## src/hdl/mbb_pkg.sv

```systemverilog
// Shared types, constants and arithmetic helpers for the mosaic block binning design.
// Used by the channel interfaces and by every module under hdl but mbb_fifo; depends on nothing else.
package mbb_pkg;

  localparam int MAX_CELLS_PER_ROW = 512;
  localparam int MAX_FRAME_WIDTH   = 2048;

  localparam int PIX_W      = 16;
  localparam int ACC_W      = 22;
  localparam int ROW_W      = 11;
  localparam int QUOT_W     = 13;
  localparam int COLOUR_W   = 8;
  localparam int CFG_IDX_W  = 2;
  localparam int CFG_DATA_W = 12;

  localparam int QUEUE_DEPTH = 8;
  localparam int OUT_DEPTH   = 8;

  localparam logic [3:0]  SIDE_MIN     = 4'd2;
  localparam logic [3:0]  SIDE_MAX     = 4'd8;
  localparam logic [3:0]  SIDE_RESET   = 4'd4;
  localparam logic [11:0] DIM_MIN      = 12'd2;
  localparam logic [11:0] DIM_RESET    = 12'd2048;
  localparam logic [11:0] HEIGHT_MAX   = 12'd2048;

  localparam logic [15:0] VALUE_MAX    = 16'hFFFF;
  localparam logic [9:0]  COLOUR_CLIP  = 10'd1023;
  localparam logic [9:0]  BLUE_LIMIT   = 10'd10;
  localparam logic [9:0]  RED_LIMIT    = 10'd1013;
  localparam logic [7:0]  COLOUR_FULL  = 8'd255;
  localparam logic [18:0] GREY_RECIP   = 19'd262401;

  typedef enum logic [CFG_IDX_W-1:0] {
    REG_CELL_SIDE    = 2'd0,
    REG_BIN_MODE     = 2'd1,
    REG_FRAME_WIDTH  = 2'd2,
    REG_FRAME_HEIGHT = 2'd3
  } mbb_reg_t;

  typedef enum logic {
    MODE_MAX  = 1'b0,
    MODE_MEAN = 1'b1
  } mbb_mode_t;

  typedef struct packed {
    logic [3:0]            cell_side;
    mbb_mode_t             bin_mode;
    logic [CFG_DATA_W-1:0] frame_width;
    logic [CFG_DATA_W-1:0] frame_height;
  } mbb_cfg_t;

  typedef struct packed {
    logic first;
    logic last;
    logic frame_end;
  } mbb_flags_t;

  typedef struct packed {
    logic [PIX_W-1:0]    binned_value;
    logic [COLOUR_W-1:0] red;
    logic [COLOUR_W-1:0] green;
    logic [COLOUR_W-1:0] blue;
    logic                frame_end;
  } mbb_result_t;

  function automatic int cell_bits(int n);
    return (n > 1) ? $clog2(n) : 1;
  endfunction

  function automatic logic [3:0] side_clamp(logic [3:0] s);
    logic [3:0] r;
    r = s;
    if (s < SIDE_MIN) r = SIDE_MIN;
    else if (s > SIDE_MAX) r = SIDE_MAX;
    return r;
  endfunction

  // Reciprocal of the cell side scaled by 2^15; exact for dividends below 2^12.
  function automatic logic [14:0] side_recip(logic [3:0] side);
    logic [14:0] r;
    case (side)
      4'd2:    r = 15'd16384;
      4'd3:    r = 15'd10923;
      4'd4:    r = 15'd8192;
      4'd5:    r = 15'd6554;
      4'd6:    r = 15'd5462;
      4'd7:    r = 15'd4682;
      default: r = 15'd4096;
    endcase
    return r;
  endfunction

  function automatic logic [QUOT_W-1:0] div_side(logic [QUOT_W-1:0] n, logic [3:0] side);
    logic [27:0] prod;
    prod = 28'(n) * 28'(side_recip(side));
    return prod[27:15];
  endfunction

  // Reciprocal of the cell area scaled by 2^28; exact for every 22-bit sum.
  function automatic logic [26:0] mean_recip(logic [3:0] side);
    logic [26:0] r;
    case (side)
      4'd2:    r = 27'd67108864;
      4'd3:    r = 27'd29826162;
      4'd4:    r = 27'd16777216;
      4'd5:    r = 27'd10737419;
      4'd6:    r = 27'd7456541;
      4'd7:    r = 27'd5478275;
      default: r = 27'd4194304;
    endcase
    return r;
  endfunction

endpackage

```

## src/hdl/mbb_if.sv

```systemverilog
// Valid/ready channel interfaces for pixels, results and register writes.
// Depends on mbb_pkg for the field widths.
interface mbb_pix_if;
  import mbb_pkg::*;
  logic             valid;
  logic             ready;
  logic [PIX_W-1:0] pixel_value;
  logic             frame_start;
  modport source (output valid, pixel_value, frame_start, input ready);
  modport sink (input valid, pixel_value, frame_start, output ready);
endinterface


```

## src/hdl/mbb_front.sv

```systemverilog
// Front end: accepts pixels, tracks the frame position and classifies each pixel
// into its cell. Depends on mbb_pkg and mbb_pix_if.
module mbb_front #(
  parameter int MAX_CELLS_PER_ROW = mbb_pkg::MAX_CELLS_PER_ROW,
  parameter int MAX_FRAME_WIDTH   = mbb_pkg::MAX_FRAME_WIDTH
) (
  input  logic                                               clk,
  input  logic                                               rst,
  mbb_pix_if.sink                                            pix,
  input  mbb_pkg::mbb_cfg_t                                  cfg_regs,
  input  logic [$clog2(mbb_pkg::QUEUE_DEPTH+1)-1:0]          q_count,
  output logic                                               q_push,
  output logic [mbb_pkg::cell_bits(MAX_CELLS_PER_ROW)-1:0]   q_cell,
  output logic [mbb_pkg::PIX_W-1:0]                          q_pix,
  output mbb_pkg::mbb_flags_t                                q_flags
);
  import mbb_pkg::*;

  localparam int XW = $clog2(MAX_FRAME_WIDTH);
  localparam int CW = cell_bits(MAX_CELLS_PER_ROW);
  localparam int NW = $clog2(QUEUE_DEPTH + 1);

  logic [XW-1:0]     column_count;
  logic [ROW_W-1:0]  row_count;
  logic [3:0]        side;
  logic [12:0]       width_eff;
  logic [11:0]       height_eff;
  logic [XW-1:0]     col_cur;
  logic [ROW_W-1:0]  row_cur;
  logic [XW-1:0]     x;
  logic [ROW_W-1:0]  y;
  logic [XW:0]       col_inc;
  logic [ROW_W:0]    row_inc;
  logic              col_wrap;
  logic [XW-1:0]     column_count_next;
  logic [ROW_W-1:0]  row_count_next;
  logic [NW+1:0]     occupancy;
  logic              accept;

  logic              s1_v;
  logic [XW-1:0]     s1_x;
  logic [ROW_W-1:0]  s1_y;
  logic [PIX_W-1:0]  s1_pix;
  logic [QUOT_W-1:0] cells_w_full;
  logic [QUOT_W-1:0] cells_w;

  logic              s2_v;
  logic [XW-1:0]     s2_x;
  logic [ROW_W-1:0]  s2_y;
  logic [PIX_W-1:0]  s2_pix;
  logic [QUOT_W-1:0] s2_qx;
  logic [QUOT_W-1:0] s2_qy;
  logic [QUOT_W-1:0] s2_cw;
  logic [QUOT_W-1:0] s2_ch;
  logic [16:0]       base_x;
  logic [16:0]       base_y;
  logic              keep;

  assign side = side_clamp(cfg_regs.cell_side);

  always_comb begin
    width_eff = {1'b0, cfg_regs.frame_width};
    if (cfg_regs.frame_width < DIM_MIN) width_eff = 13'(DIM_MIN);
    else if ({1'b0, cfg_regs.frame_width} > 13'(MAX_FRAME_WIDTH)) width_eff = 13'(MAX_FRAME_WIDTH);
    height_eff = cfg_regs.frame_height;
    if (cfg_regs.frame_height < DIM_MIN) height_eff = DIM_MIN;
    else if (cfg_regs.frame_height > HEIGHT_MAX) height_eff = HEIGHT_MAX;
  end

  always_comb begin
    col_cur = pix.frame_start ? '0 : column_count;
    row_cur = pix.frame_start ? '0 : row_count;
    x = (13'(col_cur) >= width_eff) ? '0 : col_cur;
    y = (12'(row_cur) >= height_eff) ? '0 : row_cur;
    col_inc  = {1'b0, x} + (XW + 1)'(1);
    row_inc  = {1'b0, y} + (ROW_W + 1)'(1);
    col_wrap = (13'(col_inc) >= width_eff);
    column_count_next = col_wrap ? '0 : col_inc[XW-1:0];
    row_count_next    = y;
    if (col_wrap) begin
      row_count_next = (12'(row_inc) >= height_eff) ? '0 : row_inc[ROW_W-1:0];
    end
  end

  assign occupancy = (NW + 2)'(q_count) + (NW + 2)'(s1_v) + (NW + 2)'(s2_v);
  assign pix.ready = (occupancy < (NW + 2)'(QUEUE_DEPTH));
  assign accept    = pix.valid && pix.ready;

  always_ff @(posedge clk) begin
    if (rst) begin
      column_count <= '0;
      row_count    <= '0;
      s1_v         <= 1'b0;
      s2_v         <= 1'b0;
    end else begin
      if (accept) begin
        column_count <= column_count_next;
        row_count    <= row_count_next;
      end
      s1_v <= accept;
      s2_v <= s1_v;
    end
  end

  assign cells_w_full = div_side(width_eff, side);
  assign cells_w = (cells_w_full > QUOT_W'(MAX_CELLS_PER_ROW)) ? QUOT_W'(MAX_CELLS_PER_ROW)
                                                                : cells_w_full;

  always_ff @(posedge clk) begin
    if (accept) begin
      s1_x   <= x;
      s1_y   <= y;
      s1_pix <= pix.pixel_value;
    end
    s2_x   <= s1_x;
    s2_y   <= s1_y;
    s2_pix <= s1_pix;
    s2_qx  <= div_side(QUOT_W'(s1_x), side);
    s2_qy  <= div_side(QUOT_W'(s1_y), side);
    s2_cw  <= cells_w;
    s2_ch  <= div_side({1'b0, height_eff}, side);
  end

  always_comb begin
    base_x = 17'(s2_qx) * 17'(side);
    base_y = 17'(s2_qy) * 17'(side);
    keep   = (s2_qx < s2_cw) && (s2_qy < s2_ch);
    q_flags.first     = (base_x == 17'(s2_x)) && (base_y == 17'(s2_y));
    q_flags.last      = ((base_x + 17'(side) - 17'd1) == 17'(s2_x))
                        && ((base_y + 17'(side) - 17'd1) == 17'(s2_y));
    q_flags.frame_end = (s2_qx == s2_cw - QUOT_W'(1)) && (s2_qy == s2_ch - QUOT_W'(1));
  end

  assign q_push = s2_v && keep;
  assign q_cell = s2_qx[CW-1:0];
  assign q_pix  = s2_pix;

endmodule

```

## src/flat_wrapper.sv

```systemverilog
// flat-port wrapper written by rule: the top's interface ports become plain ports
module mbb_front_flat import mbb_pkg::*;
#(
  parameter int MAX_CELLS_PER_ROW = mbb_pkg::MAX_CELLS_PER_ROW,
  parameter int MAX_FRAME_WIDTH   = mbb_pkg::MAX_FRAME_WIDTH
)
  (clk, rst, cfg_regs, q_count, q_push, q_cell, q_pix, q_flags, pix_valid, pix_pixel_value, pix_frame_start, pix_ready);
  mbb_pix_if pix_i ();
  input  logic clk;
  input  logic rst;
  input  mbb_pkg::mbb_cfg_t cfg_regs;
  input  logic [$clog2(mbb_pkg::QUEUE_DEPTH+1)-1:0] q_count;
  output logic q_push;
  output logic [mbb_pkg::cell_bits(MAX_CELLS_PER_ROW)-1:0] q_cell;
  output logic [mbb_pkg::PIX_W-1:0] q_pix;
  output mbb_pkg::mbb_flags_t q_flags;
  input wire logic [$bits(pix_i.valid)-1:0] pix_valid;
  input wire logic [$bits(pix_i.pixel_value)-1:0] pix_pixel_value;
  input wire logic [$bits(pix_i.frame_start)-1:0] pix_frame_start;
  output wire logic [$bits(pix_i.ready)-1:0] pix_ready;
  assign pix_i.valid = pix_valid;
  assign pix_i.pixel_value = pix_pixel_value;
  assign pix_i.frame_start = pix_frame_start;
  assign pix_ready = pix_i.ready;
  mbb_front #(.MAX_CELLS_PER_ROW(MAX_CELLS_PER_ROW), .MAX_FRAME_WIDTH(MAX_FRAME_WIDTH)) u_core (.clk(clk), .rst(rst), .pix(pix_i), .cfg_regs(cfg_regs), .q_count(q_count), .q_push(q_push), .q_cell(q_cell), .q_pix(q_pix), .q_flags(q_flags));
endmodule
```

## config.mk

```make
export PLATFORM = sky130hd
export DESIGN_NAME = mbb_front_flat
export DESIGN_NICKNAME = d
export VERILOG_FILES = /design/src/hdl/mbb_pkg.sv /design/src/hdl/mbb_if.sv /design/src/hdl/mbb_front.sv /design/src/flat_wrapper.sv
export SDC_FILE = /design/constraint.sdc
export NUM_CORES = 2
export LEC_CHECK = 0
export BUFFER_PORTS_ARGS = -buffer_cell sky130_fd_sc_hd__buf_2
export CAP_MARGIN = 20
export CORE_MARGIN = 4
export CORE_UTILIZATION = 40
export DETAILED_ROUTE_END_ITERATION = 16
export PLACE_DENSITY_LB_ADDON = 0.12
export SLEW_MARGIN = 20
export SYNTH_ARGS = -nofsm -noshare
export SYNTH_HDL_FRONTEND = slang
export SYNTH_SLANG_ARGS = --single-unit
```

## constraint.sdc

```tcl
create_clock -name clk -period 8.2 [get_ports clk]
set_input_delay 1.64 -clock clk [delete_from_list [all_inputs] [get_ports clk]]
set_output_delay 1.64 -clock clk [all_outputs]
set_load 0.02 [all_outputs]
```

Word-level counts from Yosys, hierarchy flattened
Index checks and enable logic that the tools add are counted.
- add/sub/neg operators: 10
- $mul: 6
- $lt $le $gt $ge: 14
- equality and inequality tests: 12
- mux-type cells: 14
- reduce and logical (&&, ||, !) cells: 6
- operators with widths (cell ; count):
    one-hot mux 15 bit (6 select lines) ; 1
    two-way mux 11 bit ; 7
    equality test 17 x 11 -> 1 bit ; 4
    multiplier 11 x 15 -> 26 bit ; 2
    two-way mux 12 bit ; 3
    adder 17 x 4 -> 17 bit ; 2
    subtractor 17 x 1 -> 17 bit (second input constant) ; 2
    multiplier 11 x 4 -> 15 bit ; 2
    multiplier 13 x 15 -> 28 bit ; 1
    multiplier 12 x 15 -> 27 bit ; 1
    equality test 11 x 13 -> 1 bit ; 2
    adder 11 x 1 -> 12 bit (second input constant) ; 2
    > comparator 12 bit (second input constant) ; 2
    < comparator 12 x 2 -> 1 bit (second input constant) ; 2
    equality test 4 x 3 -> 1 bit (second input constant) ; 4
    >= comparator 11 x 13 -> 1 bit ; 1
    >= comparator 12 x 13 -> 1 bit ; 1
    > comparator 13 x 10 -> 1 bit (second input constant) ; 1
    < comparator 11 x 13 -> 1 bit ; 1
    two-way mux 13 bit ; 1
    subtractor 12 x 1 -> 13 bit (second input constant) ; 1
    subtractor 13 x 1 -> 13 bit (second input constant) ; 1
    >= comparator 11 x 12 -> 1 bit ; 1
    >= comparator 12 bit ; 1
    9 further kinds ; 16
- register bits: 147
- input port bits: 53
- output and inout bits: 30
- word-level logic and storage cells: 76

Logic depth before layout (Yosys ltp)
- depth after elaboration: 9
- mapped depth: 31

Least setup slack after synthesis
OpenSTA, ideal clock, no wires.
- path type: input -> output
- start: in cfg_regs[27] (netlist bit)
- end: out q_flags[1] (netlist bit)
- arrival: 7285 ps
- slack: -725 ps
- stages on the path: 20
- path buffers: 3
- cell sequence: clkbuf_1 nor2b_1 clkbuf_1 clkbuf_1 nand2_1 fa_1 fa_1 fa_1 ha_1 inv_1 ha_1 xnor3_1 nand2_1 or4_1 nor4_1 o2111a_1 nand4_1 nor4_1 nand4_1 nor4_1
- RTL lines (element ; line ; source):
    start, declared ; flat_wrapper.sv:11 ; input mbb_pkg::mbb_cfg_t cfg_regs;
    end, declared ; flat_wrapper.sv:16 ; output mbb_pkg::mbb_flags_t q_flags;

==> qor.yml <==
hold_violations: 0
crit_slowest_cell: "or4_4"
fp.dieW_um: 287
vias: 24000
die-height_um: 287
required_ns: 6.56
p_per_area_nw_per_um2: 210
ys_warn_count: 0
synth-seq-cells: 147
ys.flop_type: "dfxtp_1"
synth_edf_count: 38
wl_mm: 89.9
cts_root_buffer: "clkbuf_16"
wl_per_cell_um: 18.1
avgSynthCellArea_um2: 8.76
setup_tns_ns: -0.486
coreArea_um2: 77300
path_max_fanout: 5
setup-violations-final: 2
gp_congestion: 0.913
htreeDepth: 4
hold_path_class: "register to register"
path_buf_inv: 6
synthesis.area_um2: 31100
rsz0062_at_grt: "true"
ir_drop_v: 0.000256
ys_async_sr_fraction_pct: 0
layout_common_cells: "785 x inv_1, 526 x fa_1, 408 x ha_1"
cts_num_sinks: 147
grt_max_degree: 36
cts_hold_buf: 0
setup_ws_ns: -0.282
nFillCells: 7820
timing.fmax_ghz: 0.118
violations: "negative setup slack"
antenna_found_initial: 3
tightestPinTransition_ns: 1.05
viasPerCell: 4.84
final_layout_size_suffix_gt1_share_pct: 14.2
ys_seq_area_share_pct: 10.7
die_area_um2: 82400
dpl.cell_count: 4922
io_buffer_count: 81
grt_usage_pct: 22.8
cts.clk_slew.worst_paths_ns: 0.07
synth_cells: 3554
final_area_um2: 36300
cts_tree: "built"
cts_buffers: 17
cp_num_cells: 28
clk_latency_ns: 0.48
period_needed_ns: 8.48
cpPeakStageDelay_ns: 0.53
cp_top_family: "simple AND/OR/NAND/NOR gates"
critPathLaunchType: "input port"
drt_pass1_iterations: 5
report.final.slew_viol_count: 0
stdcell_count: 4963
skew_ns: 0.0179
clockBufferDepth: 2
drtIter0Drc: 1280
outcome: "finished with violations"
start_util_pct: 40.3
ff2ff_path_depth: 20
final_common_cell: "inv_1"
power_leakage_nw: 19.0
grt_pass1_wl_mm: 145
drc: 0
worstSetupPathType: "input port to output pin"
grt_pass1_vias: 25600
io_pins: 83
setup.worst_path.end_class: "output pin"
overflow: 0
hold_depth: 0
p_total_mw: 7.61
placed_area_um2: 35300
relSlewSlack_pct: 29.5
fin_nets: 4904
antenna_cells: 0
antenna_left: 0
worstPathArrival_ns: 6.84
post-dp-hpwl_mm: 77.1
fin_crit_sh_pct: 103
syn_to_final_growth_pct: 16.5
drv_cap: 0
std_cell_rows: 102
synth_cell_type_count: 74
[path summary, 6_finish.rpt]
path / startpoint / to / slack [ns]
hold reg to reg: u_core.s1_pix[0] / u_core.q_pix[0] / 0.34
hold / removal: u_core.s1_pix[0] / u_core.q_pix[0] / 0.34
setup reg to reg: u_core.s1_y[8] / u_core.s2_qy[10] / 2.01
setup / recovery: cfg_regs[27] / q_flags[2] / -0.28
[layout make-up]
class                   instances  area, um2  area share (%)
multi-input cells            2501      24700            68.0
repair buffers                450       3380            9.31
flip-flops and latches        147       3320            9.16
inverters                     793       2980            8.22
well taps                    1040       1300            3.59
clock buffers                  17        425            1.17
clock inverters                15        204           0.562
[kinds of logic (layout without fill, tap and decap cells)]
logic type	Yosys count	in the layout	synth area share, %
multiplexers	2	2	0.0643
XOR/XNOR	167	167	4.79
buffers and inverters	909	1275	11.1
adder cells (fa/ha/maj)	941	941	50.5
AO/OA/AOI/OAI	331	331	6.89
flip-flops	147	147	10.7
AND/OR/NAND/NOR	1056	1057	16.0
other	1	3	0.0120
[power by group]
| group | internal, mW | total, mW | switching [mW] |
|---|---|---|---|
| sequential | 0.842 | 1.04 | 0.201 |
| clock | 0.418 | 0.829 | 0.411 |
| combinational | 2.86 | 5.74 | 2.87 |
| total | 4.12 | 7.61 | 3.49 |
[synth_stat cells (all sizes together) (42+ instances only)]
master	n	area (um2)
nor3	52	260
xnor2	111	972
nor2b	42	263
nand2	371	1400
inv	788	2960
clkbuf	97	364
nand3	55	275
dfxtp	109	2180
and2	131	820
o21ai	63	315
a21oi	100	500
nor2	254	953
xor2	54	473
ha	415	5190
fa	526	10500
[state kept, by name (all words and copies together), names as in the netlist, 12 cells and up]
name	count
u_core.q_pix	16
u_core.s1_pix	16
u_core.s2_ch	12
u_core.s2_cw	13
[stage by stage]
stage / setup slack (ns) / utilization (%) / hold slack, ns
detailed placement: -0.971 / 45.6 / 0.327
floorplan: 0.00861 / - / 0.323
finish: -0.282 / 46.9 / 0.344
global route: -0.520 / 46.9 / 0.350
CTS: -0.248 / 46.8 / 0.344
global placement: -0.881 / 45.6 / 0.324
[repair_timing]
action,in CTS,in global routing
buffers inserted,8,0
gates resized for setup,51,11
gates cloned,1,0
pin swaps,36,0
endpoints found under the setup margin,2,12
[routing by layer]
layer / vias to the layer above / track usage [%] / part of all wire [%]
li1: 11700 / - / -
met1: 11700 / 31.1 / 46
met2: 462 / 38.7 / 48
met3: 87 / 2.21 / 3.4
met4: 0 / 6.34 / 2.8
met5: - / 0 / 0
Power figures use the tool's default switching activity.
