--- config.mk ---
export PLATFORM = sky130hd
export DESIGN_NAME = mbb_fifo
export DESIGN_NICKNAME = d
export VERILOG_FILES = /design/src/hdl/mbb_fifo.sv
export SDC_FILE = /design/constraint.sdc
export NUM_CORES = 1
export LEC_CHECK = 0
export BUFFER_PORTS_ARGS = -buffer_cell sky130_fd_sc_hd__buf_2
export CORE_ASPECT_RATIO = 1.2
export CORE_MARGIN = 8
export CORE_UTILIZATION = 25
export CTS_CLUSTER_DIAMETER = 200
export DETAILED_ROUTE_END_ITERATION = 16
export PLACE_DENSITY_LB_ADDON = 0.15
export SYNTH_ARGS = -nofsm -noshare
export SYNTH_HDL_FRONTEND = slang
export SYNTH_SLANG_ARGS = --single-unit
--- constraint.sdc ---
create_clock -name clk -period 2.6 [get_ports clk]
set_input_delay 0.39 -clock clk [delete_from_list [all_inputs] [get_ports clk]]
set_output_delay 0.39 -clock clk [all_outputs]
set_load 0.1 [all_outputs]
--- src/hdl/mbb_fifo.sv ---
// Small first-in first-out queue held in registers, with an occupancy count.
// The writer checks the count before pushing. Depends on nothing else.
module mbb_fifo #(
  parameter int WIDTH = 8,
  parameter int DEPTH = 8
) (
  input  logic                       clk,
  input  logic                       rst,
  input  logic                       push,
  input  logic [WIDTH-1:0]           push_data,
  output logic                       pop_valid,
  input  logic                       pop_ready,
  output logic [WIDTH-1:0]           pop_data,
  output logic [$clog2(DEPTH+1)-1:0] count
);

  localparam int AW = (DEPTH > 1) ? $clog2(DEPTH) : 1;
  localparam int NW = $clog2(DEPTH + 1);

  logic [WIDTH-1:0] mem [DEPTH];
  logic [AW-1:0]    wr_ptr;
  logic [AW-1:0]    rd_ptr;
  logic             pop;

  assign pop_valid = (count != NW'(0));
  assign pop       = pop_valid && pop_ready;
  assign pop_data  = mem[rd_ptr];

  always_ff @(posedge clk) begin
    if (push) begin
      mem[wr_ptr] <= push_data;
    end
  end

  always_ff @(posedge clk) begin
    if (rst) begin
      wr_ptr <= '0;
      rd_ptr <= '0;
      count  <= '0;
    end else begin
      if (push) begin
        wr_ptr <= (wr_ptr == AW'(DEPTH - 1)) ? '0 : wr_ptr + AW'(1);
      end
      if (pop) begin
        rd_ptr <= (rd_ptr == AW'(DEPTH - 1)) ? '0 : rd_ptr + AW'(1);
      end
      count <= count + NW'(push) - NW'(pop);
    end
  end

endmodule

==> Word-level counts from Yosys, hierarchy flattened <==
Memories as Yosys holds them, arrays and structs flattened. A register that Yosys moved wholly into a read port is not among the register bits.
Index checks and enable logic that the tools add are counted.
{ "word_totals": {"elab_cells": 18, "out_inout_bits": 13, "n_memories": 1, "regBits": 10, "mem_bits_rw": 64} }
{ "memory_table": {"columns": ["memory", "words", "word_bits", "read_ports", "rd_clocked_by_memory_dff", "wr", "line", "text"], "rows": [
  ["mem", 8, 8, 1, 1, 1, "20", "logic [WIDTH-1:0] mem [DEPTH];"]
]} }
{ "op_classes": {"n_eq_ne": 2, "reduce_logical": 2, "mux": 6, "addsub": 4} }
{ "op_table": {"columns": ["operator", "count"], "rows": [
  ["3-bit 2-to-1 mux", 4],
  ["3-bit by 1-bit adder with 3-bit output (second input constant)", 2],
  ["3-bit equality test (second input constant)", 2],
  ["4-bit by 1-bit adder with 4-bit output", 1],
  ["4-bit nonzero test", 1],
  ["4-bit by 1-bit subtractor with 4-bit output", 1],
  ["1-bit 2-to-1 mux", 2],
  ["1-bit logical AND", 1]
]} }

==> Longest topological paths before layout <==
Gate-level depths: netlist of the first run.
{ "logic_depth": {"ltp_word": 4, "ltp_mapped": 10, "depth_no_buf": 10} }

==> Worst setup path before layout of the first run <==
Ideal clock, no wire load.
{ "synth_timing": {"kind": "reg-to-reg", "start": "register count[2]", "end": "register count[1]", "path_stages_with_launch": 10, "path_buffers": 0, "synth_period_minus_slack_ns": 3.370, "path_slack_ns": -0.770, "t_arrival_ns": 3.257, "setup_ns": 0.114, "path_cell_list": "dfxtp_1 inv_1 ha_1 nor3b_1 inv_1 nand3_1 o21ai_0 ha_1 fa_1 nor2b_1"} }
{ "synth_via": {"elab_chain_cells": 3} }
{ "synth_rtl": {"columns": ["item", "line", "text"], "rows": [
  ["start, declared", "14", "output logic [$clog2(DEPTH+1)-1:0] count"],
  ["start signal, assigned", "47", "count <= count + NW'(push) - NW'(pop);"],
  ["4-bit nonzero test", "25", "assign pop_valid = (count != NW'(0));"],
  ["net pop_valid", "11", "output logic pop_valid,"],
  ["1-bit logical AND", "26", "assign pop = pop_valid && pop_ready;"],
  ["4-bit by 1-bit subtractor with 4-bit output", "47", null]
]} }
The timed path passes the listed nets, and every way through them passes these cells.
A chain may end at the register's enable or synchronous reset.

==> results of run 1 <==
-- cell type report --
cell class	count	area, um2	share of cell area (%)
Sequential cell	77	2192	56.92
Multi-Input combinational cell	79	883.3	22.94
Clock buffer	11	232.7	6.043
Timing Repair Buffer	37	230.2	5.978
Tap cell	164	205.2	5.328
Clock inverter	5	85.08	2.209
Inverter	6	22.52	0.5848
-- stage by stage --
stage               worst slack (ns)  hold slack (ns)  instance area [um2]
floorplan                    0.03854           0.4542                 3141
global placement              0.3647           0.5411                 3528
detailed placement            0.2501           0.5303                 3528
CTS                           0.1312           0.3217                 3846
global route                 0.08850           0.3358                 3851
finish                        0.1618           0.3367                 3851
-- power groups by stage --
stage	logic [mW]	registers (mW)	clock network, mW
floorplan	0.709	1.63	0
global placement	1.04	1.49	0
detailed placement	1.04	1.49	0
CTS	1.04	1.47	1.36
global route	1.10	1.47	1.40
finish	1.03	1.46	1.31
-- cells in the mapped netlist (all sizes together), types with 2 or more instances --
master	n
edfxtp	64
mux4	16
dfxtp	13
nor2	11
a21oi	9
ha	8
mux2	8
inv	6
nand2b	5
buf	4
o21ai	4
nand3	3
clkbuf	2
mux2i	2
nand2	2
nor2b	2
nor3	2
-- cells by family after synthesis --
logic type                 Yosys count  synth area share [%]
AOI/OAI and AO/OA                   14                 2.358
xor gates and xnor gates             1                0.2798
adders and majority gates            9                 3.837
buffers and inverters               12                 2.238
DFF                                 77                 69.70
muxes                               26                 16.83
and+or+nand+nor                     29                 4.756
-- layer usage --
layer  wire, um  global-route usage [%]  vias up
met5         10                       0        -
met4         95                   4.257        2
met3        270                   2.974       12
met2       3011                   13.01       30
met1       2821                   9.073      806
li1           -                       -      762
-- repair_timing --
item / CTS / global route
endpoints found under the hold margin: 0 / 0
endpoints found under the setup margin: 0 / 1
gates resized for setup: 0 / 1
-- flip-flops by register name, indices dropped and copies added (netlist names), named ones only --
register and cells:
mem 64, count 4, rd_ptr 3, wr_ptr 3
-- worst max-delay path: cells and delay by family, from the launching register on --
kind | cells | cell delay, ns
buf+inv | 2 | 0.48
mux | 2 | 0.88
flops | 1 | 0.35
-- how the worst max path moves through the flow --
| stage | from | end | slack, ns | cells after the start |
|---|---|---|---|---|
| finish | register | pop_data[1] | 0.16 | 4 |
| global route | register | pop_data[1] | 0.09 | 4 |
| CTS | register | pop_data[1] | 0.13 | 4 |
| detailed placement | count[2]$_SDFF_PP0_ | count[2]$_SDFF_PP0_ | 0.25 | 10 |
| global placement | count[2]$_SDFF_PP0_ | count[2]$_SDFF_PP0_ | 0.36 | 10 |
| floorplan | count[2]$_SDFF_PP0_ | count[2]$_SDFF_PP0_ | 0.04 | 10 |
==> impl_metrics.tcl, run 1 <==
set metrics [dict create \
    number_of_routed_nets_with_antenna_violations 0 \
    number_of_enable_type_register_cells_in_the_synthesized_netlist 64 \
    setup_viol 0 \
    worst_clock_skew_ns 0.005087 \
    cellLeakagePower_nw 1.346 \
    grt.overflow.total 0 \
    setup_total_negative_slack_ns 0 \
    yosysTopAreaCell "sky130_fd_sc_hd__edfxtp_1" \
    synth.area.top_cells "sky130_fd_sc_hd__edfxtp_1 (61%), sky130_fd_sc_hd__mux4_1 (13%), sky130_fd_sc_hd__dfxtp_1 (8.3%), sky130_fd_sc_hd__ha_1 (3.2%), sky130_fd_sc_hd__mux2_2 (2.9%)" \
    critical-path-max-stage-delay_ns 0.58 \
    drt-initial-drc-count 57 \
    relSlewSlack_pct 64.87 \
    layout-area-overhead-vs-synth_pct 23.02 \
    synthesis.area_per_instance_um2 18.63 \
    clk_latency_worst_skew_pair_ns 0.33 \
    worstPathRequired_ns 2.21 \
    postSynthNetCount 189 \
    max-cap-violations 0 \
    cts-root-buf "sky130_fd_sc_hd__clkbuf_16" \
    mostFrequentLayoutCell "sky130_fd_sc_hd__edfxtp_1" \
    grt_pass1_wl_um 9763 \
    post_synth_num_cell_types 28 \
    routed_via_density 4.253 \
    yosysWarningCount 0 \
    reg2reg_slack_ns 0.45 \
    status "complete, no violations" \
    drtPass1Iterations 6 \
    endpoint_kind "primary output" \
    port_buffers 24 \
    synth_seq_area_share_pct 69.70 \
    p_sw_share_pct 33.57 \
    critical_path.reg2reg.endpoint "count[2]$_SDFF_PP0_" \
    seq_power_share_pct 38.5 \
    finish.cell_count_without_fillers 379 \
    pin_count 25 \
    number_of_stages_on_the_worst_hold_path 1 \
    worst-setup-path-type "register to primary output" \
    min-delay-path-class "input port to register" \
    drcViolationCount 0 \
    ir_worst_vdd_uv 674.4 \
    grt_setup_unrepaired "false" \
    hold_fix_buffers_at_cts 0 \
    mappedNetlistArea_um2 3131 \
    final-hold-violation-count 0 \
    worst_margin_slew_ns 0.5262 \
    post_cts_buffers 0 \
    antenna_found_initial 1 \
    ys_async_sr_fraction_pct 0 \
    p_switching_mw 1.277 \
    place_inst 363 \
    final.min_clock_period_ns 2.438 \
    numClockSinks 77 \
    post_drt_wl_per_cell_um 16.38 \
    grt_max_degree 17 \
    clock_tree.htree_level_count 3 \
    path_clk_slew_ns 0.06 \
    synth-main-ff-cell "sky130_fd_sc_hd__edfxtp_1" \
    clockBufferDepth 2 \
    design_power_total_mw 3.803 \
    fmax_mhz 410.1 \
    timing.final.crit_share_pct 93.78 \
    fillerInstances 1234 \
    clock_power_share_pct 34.5 \
    slew_violations 0 \
    syn-instance-count 168 \
    worst_r2r_path_depth 10 \
    tritoncts_clock_tree "done" \
    final_core_utilization_pct 30.95 \
    die_area_um2 16370 \
    timing.critical_path.from_type "register" \
    synth.ff_latch_count 77 \
    placementRows 45 \
    die_height_um 138.6 \
    timing.rr.start "count[2]$_SDFF_PP0_" \
    worst_ep_arrival_time_ns 2.05 \
    dieWidth_um 118.2 \
    min_from "push_data[3]" \
    internal_power_mw 2.526 \
    comb_power_share_pct 27.0 \
    via_count_of_the_first_global_routing_pass 1768 \
    numCtsBuffers 9 \
    dp_hpwl_um 4065 \
    final_weighted_congestion_in_routability_driven_placement 0.6397 \
    slowest_stage "sky130_fd_sc_hd__mux4_1" \
    layout_common_cells "sky130_fd_sc_hd__edfxtp_1 (64), sky130_fd_sc_hd__buf_2 (24), sky130_fd_sc_hd__mux4_1 (15)" \
    gr-usage-all-layers_pct 8.043 \
    placeableCoreArea_um2 12440 \
    initial_core_util_pct 25.16 \
    timing.critical_path.cells "buf_12 > mux4_1 > mux2_2 > buf_2" \
    synth_top_cell_area_share_pct 61.39 \
    worst-path-max-fanout 16 \
    layout.nets 231 \
    route.vias.total 1612 \
    min_to "mem[7][3]$_DFFE_PP_" \
    diodes 0 \
    final_layout_size_suffix_gt1_share_pct 31.16 \
    wirelength_um 6208 \
    p_per_area_nw_per_um2 987.5 \
]
(Power assumes the default switching activity.)
==> run 2, diff against run 1 <==
--- a/config.mk
+++ b/config.mk
@@ -6,6 +6,7 @@
 export NUM_CORES = 1
 export LEC_CHECK = 0
 export BUFFER_PORTS_ARGS = -buffer_cell sky130_fd_sc_hd__buf_2
+export CAP_MARGIN = 15
 export CORE_ASPECT_RATIO = 1.2
 export CORE_MARGIN = 8
 export CORE_UTILIZATION = 25
==> constraint.sdc (replaced) <==
create_clock -name clk -period 2.3 [get_ports clk]
set_input_delay 0.345 -clock clk [delete_from_list [all_inputs] [get_ports clk]]
set_output_delay 0.345 -clock clk [all_outputs]
set_load 0.1 [all_outputs]
==> run 2 against run 1 <==
Via count shrank 2.2%. Final area up 2.8%. Setup slack worse by 0.10 ns. Critical path depth unchanged. Total power is 20% higher. Sequential power is 14% higher. Clock power grew 22%. Sequential share of layout area decreased by 1.4 points. Non-clock buffer count down 2. Global-route usage down 0.18 points.
==> impl_metrics.tcl, run 2 (same netlist as run 1, synthesis figures left out) <==
set metrics [dict create \
    grt_setup_unrepaired "false" \
    comb_power_share_pct 28.2 \
    worst_margin_slew_ns 0.5872 \
    number_of_routed_nets_with_antenna_violations 0 \
    timing.critical_path.cells "clkbuf_16 > mux4_1 > mux2_2 > buf_6" \
    clockBufferDepth 2 \
    critical-path-max-stage-delay_ns 0.54 \
    worst-setup-path-type "register to primary output" \
    die_height_um 138.6 \
    post_drt_wl_per_cell_um 16.31 \
    via_count_of_the_first_global_routing_pass 1650 \
    numClockSinks 77 \
    final_weighted_congestion_in_routability_driven_placement 0.6695 \
    slowest_stage "sky130_fd_sc_hd__mux4_1" \
    layout.nets 229 \
    drtPass1Iterations 4 \
    seq_power_share_pct 36.7 \
    worst_ep_arrival_time_ns 1.90 \
    mostFrequentLayoutCell "sky130_fd_sc_hd__edfxtp_1" \
    placementRows 45 \
    p_sw_share_pct 31.70 \
    cts-root-buf "sky130_fd_sc_hd__clkbuf_16" \
    tritoncts_clock_tree "done" \
    slew_violations 0 \
    grt.overflow.total 0 \
    internal_power_mw 3.106 \
    worst-path-max-fanout 8 \
    final-hold-violation-count 0 \
    gr-usage-all-layers_pct 7.864 \
    setup_total_negative_slack_ns 0 \
    placeableCoreArea_um2 12440 \
    initial_core_util_pct 25.16 \
    registers.top_by_ff_count "mem" \
    numCtsBuffers 9 \
    cellLeakagePower_nw 1.382 \
    port_buffers 24 \
    postLayoutCellArea_um2 3958 \
    layout_common_cells "sky130_fd_sc_hd__edfxtp_1 (64), sky130_fd_sc_hd__buf_2 (16), sky130_fd_sc_hd__mux4_1 (14)" \
    endpoint_kind "primary output" \
    min-delay-path-class "input port to register" \
    worst_clock_skew_ns 0.004569 \
    antenna_found_initial 1 \
    clk_latency_worst_skew_pair_ns 0.33 \
    p_per_area_nw_per_um2 1149 \
    clock_power_share_pct 35.1 \
    drcViolationCount 0 \
    timing.final.crit_share_pct 97.51 \
    fmax_mhz 445.9 \
    layout-area-overhead-vs-synth_pct 26.42 \
    grt_max_degree 17 \
    pin_count 25 \
    dieWidth_um 118.2 \
    worstPathRequired_ns 1.96 \
    status "complete, no violations" \
    relSlewSlack_pct 60.80 \
    wirelength_um 6166 \
    die_area_um2 16370 \
    setup_viol 0 \
    route.vias.total 1577 \
    final.min_clock_period_ns 2.243 \
    max-cap-violations 0 \
    drt-initial-drc-count 82 \
    ir_worst_vdd_uv 713.4 \
    dp_hpwl_um 3901 \
    final_layout_size_suffix_gt1_share_pct 32.86 \
    clock_tree.htree_level_count 3 \
    top_regs "mem x64, count x4" \
    grt_pass1_wl_um 9397 \
    largest_register_ffs 64 \
    path_clk_slew_ns 0.06 \
    routed_via_density 4.172 \
    p_switching_mw 1.442 \
    post_dp_cell_area_um2 3532 \
    timing.critical_path.from_type "register" \
]
-- run 2: layout make-up --
type | instances | area [um2]
Antenna cell | 1 | 2.502
Clock buffer | 12 | 246.5
Clock inverter | 4 | 95.09
Fill cell | 1214 | 8486
Inverter | 6 | 36.28
Multi-Input combinational cell | 79 | 893.4
Sequential cell | 77 | 2196
Tap cell | 164 | 205.2
Timing Repair Buffer | 35 | 282.8
-- run 2: metrics by stage --
step / power, mW / hold slack, ns / worst slack, ns / std cells / util [%]
3_3_place_gp: 2.906 / 0.5386 / 0.2273 / 360 / 28.39
3_5_place_dp: 2.904 / 0.5193 / 0.1627 / 360 / 28.39
4_1_cts: 4.584 / 0.2694 / 0.0005609 / 376 / 31.50
6_report: 4.548 / 0.2807 / 0.05723 / 378 / 31.80
5_1_grt: 4.737 / 0.2926 / 0.001768 / 377 / 31.78
2_1_floorplan: 2.694 / 0.4092 / 0.001216 / 168 / -
-- run 2: worst max-delay path, delay by kind of cell (launching register included) --
family                 cells  cell delay [ns]
flip-flops                 1             0.38
buffers and inverters      2             0.36
multiplexers               2             0.82
-- run 2: layer usage --
metal  GRT usage (%)  part of all wire (%)
met4           4.662                   2.5
met2           12.41                    47
met5               0                     0
met1           9.082                    45
met3           2.688                   5.1
-- run 2: power by group through the flow --
| stage | sequential, mW | clock [mW] | combinational (mW) |
|---|---|---|---|
| floorplan | 1.85 | 0 | 0.847 |
| global placement | 1.69 | 0 | 1.21 |
| detailed placement | 1.69 | 0 | 1.22 |
| CTS | 1.66 | 1.64 | 1.28 |
| global route | 1.68 | 1.70 | 1.36 |
| finish | 1.67 | 1.60 | 1.28 |
-- run 2: final timing paths --
kind	from	to	cells after the start	slack, ns
max	register	pop_data[5]	4	0.06
min	push_data[0]	mem[5][0]$_DFFE_PP_	1	0.28
min reg2reg	rd_ptr[2]$_SDFFE_PP0P_	rd_ptr[2]$_SDFFE_PP0P_	2	0.53
max reg2reg	count[2]$_SDFF_PP0_	count[2]$_SDFF_PP0_	10	0.22
-- run 2: what timing repair did --
action                     in CTS  in global routing
gates resized for setup        17                  3
hold endpoints to repair        0                  0
cloned                          0                  1
setup buffers                   0                  0
setup endpoints to repair       8                  6
hold buffers                    0                  0
==> run 3, diff against run 2 <==
--- a/config.mk
+++ b/config.mk
@@ -5,10 +5,11 @@
 export SDC_FILE = /design/constraint.sdc
 export NUM_CORES = 1
 export LEC_CHECK = 0
+export ABC_AREA = 1
 export BUFFER_PORTS_ARGS = -buffer_cell sky130_fd_sc_hd__buf_2
 export CAP_MARGIN = 15
 export CORE_ASPECT_RATIO = 1.2
-export CORE_MARGIN = 8
+export CORE_MARGIN = 2
 export CORE_UTILIZATION = 25
 export CTS_CLUSTER_DIAMETER = 200
 export DETAILED_ROUTE_END_ITERATION = 16
==> run 3 against run 2 <==
Global-route usage is 3.1 points higher. Clock skew grew 0.0010 ns. Critical path depth increased by 2. Total power rose by 23%. Fmax is 9.9% higher. Critical endpoint is now pop_data[0].
==> impl_metrics.tcl, run 3 <==
set metrics [dict create \
    mostFrequentLayoutCell "sky130_fd_sc_hd__nand2_1" \
    synth_most_common_cell "sky130_fd_sc_hd__nand2_1" \
    mappedNetlistArea_um2 3522 \
    post_cts_resized 0 \
    synth-main-ff-cell "sky130_fd_sc_hd__edfxtp_1" \
    antenna_found_initial 0 \
    worst-setup-path-type "register to primary output" \
    comb_power_share_pct 41.2 \
    postSynthNetCount 388 \
    initial_core_util_pct 25.60 \
    max-cap-violations 0 \
    final.min_clock_period_ns 2.040 \
    relSlewSlack_pct 67.40 \
    ir_worst_vdd_uv 1062 \
    worst_ep_arrival_time_ns 1.70 \
    path_clk_slew_ns 0.06 \
    dieWidth_um 112.4 \
    die_height_um 134.0 \
    number_of_stages_on_the_worst_hold_path 2 \
    grt_setup_unrepaired "false" \
    worst_clock_skew_ns 0.005613 \
    hold_fix_buffers_at_cts 0 \
    yosysTopAreaCell "sky130_fd_sc_hd__edfxtp_1" \
    final_weighted_congestion_in_routability_driven_placement 0.7087 \
    cellLeakagePower_nw 1.962 \
    wirelength_um 7686 \
    post_dp_cell_area_um2 3979 \
    number_of_enable_type_register_cells_in_the_synthesized_netlist 64 \
    route.vias.total 2304 \
    pin_count 25 \
    synth_top_cell_area_share_pct 54.56 \
    drtPass1Iterations 4 \
    setup_viol 0 \
    port_buffers 24 \
    clk_latency_worst_skew_pair_ns 0.34 \
    number_of_routed_nets_with_antenna_violations 0 \
    clock_tree.htree_level_count 3 \
    p_switching_mw 2.232 \
    dp_hpwl_um 4844 \
    postLayoutCellArea_um2 4318 \
    grt_pass1_wl_um 12030 \
    top_regs "mem x64, count x4" \
    final-hold-violation-count 0 \
    post_drt_wl_per_cell_um 13.30 \
    seq_power_share_pct 30.1 \
    slew_violations 0 \
    final.setup.worst_slack_ns 0.2599 \
    placeableCoreArea_um2 13760 \
    largest_register_ffs 64 \
    dp_worst_setup_slack_ns 0.4005 \
    grt_use_met2_pct 18.41 \
    grt.met1_usage_pct 13.03 \
    worst_margin_slew_ns 0.4923 \
    ys_async_sr_fraction_pct 0 \
    clockBufferDepth 2 \
    finish.cell_count_without_fillers 578 \
    routed_via_density 3.986 \
    grt.overflow.total 0 \
    registers.top_by_ff_count "mem" \
    post_cts_buffers 0 \
    busiest_layer "met2" \
    reg2reg_slack_ns 0.40 \
    worstPathRequired_ns 1.96 \
    die_area_um2 15060 \
    synth_seq_area_share_pct 61.95 \
    syn-instance-count 367 \
    synth.area.top_cells "sky130_fd_sc_hd__edfxtp_1 (55%), sky130_fd_sc_hd__nand2_1 (12%), sky130_fd_sc_hd__inv_1 (8.4%), sky130_fd_sc_hd__dfxtp_1 (7.4%), sky130_fd_sc_hd__nand3_1 (5.5%)" \
    met3_usage_pct 3.254 \
    p_sw_share_pct 40.02 \
    layout.nets 423 \
    grt_max_degree 33 \
    drt-initial-drc-count 66 \
    layout_common_cells "sky130_fd_sc_hd__nand2_1 (108), sky130_fd_sc_hd__inv_1 (79), sky130_fd_sc_hd__edfxtp_1 (64)" \
    gr-usage-all-layers_pct 11.00 \
    tritoncts_clock_tree "done" \
    fmax_mhz 490.2 \
    placementRows 47 \
    setup_total_negative_slack_ns 0 \
    min-delay-path-class "input port to register" \
    place_inst 562 \
    timing.final.crit_share_pct 88.70 \
    fin_worst_hold_slack_ns 0.2183 \
    endpoint_kind "primary output" \
    timing.critical_path.from_type "register" \
    synthesis.area_per_instance_um2 9.597 \
    final_layout_size_suffix_gt1_share_pct 16.95 \
    cts-root-buf "sky130_fd_sc_hd__clkbuf_16" \
    numClockSinks 77 \
    post_synth_num_cell_types 21 \
    clock_power_share_pct 28.7 \
    p_per_area_nw_per_um2 1292 \
    netlist_top_cells_count "sky130_fd_sc_hd__nand2_1 (108), sky130_fd_sc_hd__inv_1 (79), sky130_fd_sc_hd__edfxtp_1 (64)" \
    status "complete, no violations" \
    worst_r2r_path_depth 9 \
    via_count_of_the_first_global_routing_pass 2215 \
    worst-path-max-fanout 10 \
    drcViolationCount 0 \
    yosysWarningCount 0 \
    synth.ff_latch_count 77 \
    internal_power_mw 3.346 \
    diodes 0 \
    layout-area-overhead-vs-synth_pct 22.59 \
    numCtsBuffers 9 \
]
[run 3: changes by cell type in the layout (fill, tap and decap cells not counted), moves of 3 or more]
cell	change
sky130_fd_sc_hd__inv_1	+75
sky130_fd_sc_hd__nor2_1	+7
sky130_fd_sc_hd__buf_12	+7
sky130_fd_sc_hd__nand3_1	+37
sky130_fd_sc_hd__mux4_1	-14
sky130_fd_sc_hd__mux2_2	-8
sky130_fd_sc_hd__nand2b_1	-5
sky130_fd_sc_hd__nand2_2	+10
sky130_fd_sc_hd__nand2_1	+106
sky130_fd_sc_hd__buf_6	-8
sky130_fd_sc_hd__buf_4	+3
[run 3: routing by layer]
| layer | vias up | wire length [um] |
|---|---|---|
| li1 | 1209 | - |
| met1 | 1058 | 3521 |
| met2 | 29 | 3768 |
| met3 | 8 | 250 |
| met4 | 0 | 144 |
| met5 | - | 0 |
[run 3: metrics by stage]
step	util [%]	power [mW]
finish	31.38	5.578
global route	31.38	5.864
CTS	31.38	5.661
detailed placement	28.91	4.042
global placement	28.91	4.020
floorplan	-	3.392
[run 3: layout make-up]
type	instances	area, um2
clock buffer	9	225.2
clock inverter	7	113.9
fill	1441	9443
inverter	81	306.5
multi-input combinational	197	933.4
sequential	77	2195
tap	171	214.0
timing repair buffer	36	330.3
[run 3: final timing paths]
path / to / startpoint
worst max register to register: count[2]$_SDFF_PP0_ / count[2]$_SDFF_PP0_
worst max-delay path: pop_data[0] / register
worst min-delay path: count[0]$_SDFF_PP0_ / rst
worst min register to register: wr_ptr[0]$_SDFFE_PP0P_ / wr_ptr[0]$_SDFFE_PP0P_
[run 3: kinds of logic (layout without fill, tap and decap cells)]
group                    count (synthesis)  after routing  synth area share, %
AND/OR/NAND/NOR                        177            177                21.21
adder cells (fa/ha/maj)                  9              9                3.410
flip-flops                              77             77                61.95
XOR/XNOR                                 1              1               0.2487
buffers and inverters                   93            133                11.76
AO/OA/AOI/OAI                           10             10                1.421
[run 3: critical path, stage by stage (launching register included)]
cell,delay [ns]
sky130_fd_sc_hd__dfxtp_1,0.53
sky130_fd_sc_hd__buf_4,0.27
sky130_fd_sc_hd__nand3_1,0.10
sky130_fd_sc_hd__nand2_1,0.07
sky130_fd_sc_hd__nand2_1,0.05
sky130_fd_sc_hd__nand2_1,0.14
sky130_fd_sc_hd__buf_12,0.19
[run 3: power by group through the flow]
stage	logic [mW]	clock network [mW]	registers, mW
global route	2.45	1.72	1.69
CTS	2.33	1.64	1.68
floorplan	1.51	0	1.88
global placement	2.31	0	1.71
finish	2.30	1.60	1.68
detailed placement	2.33	0	1.71
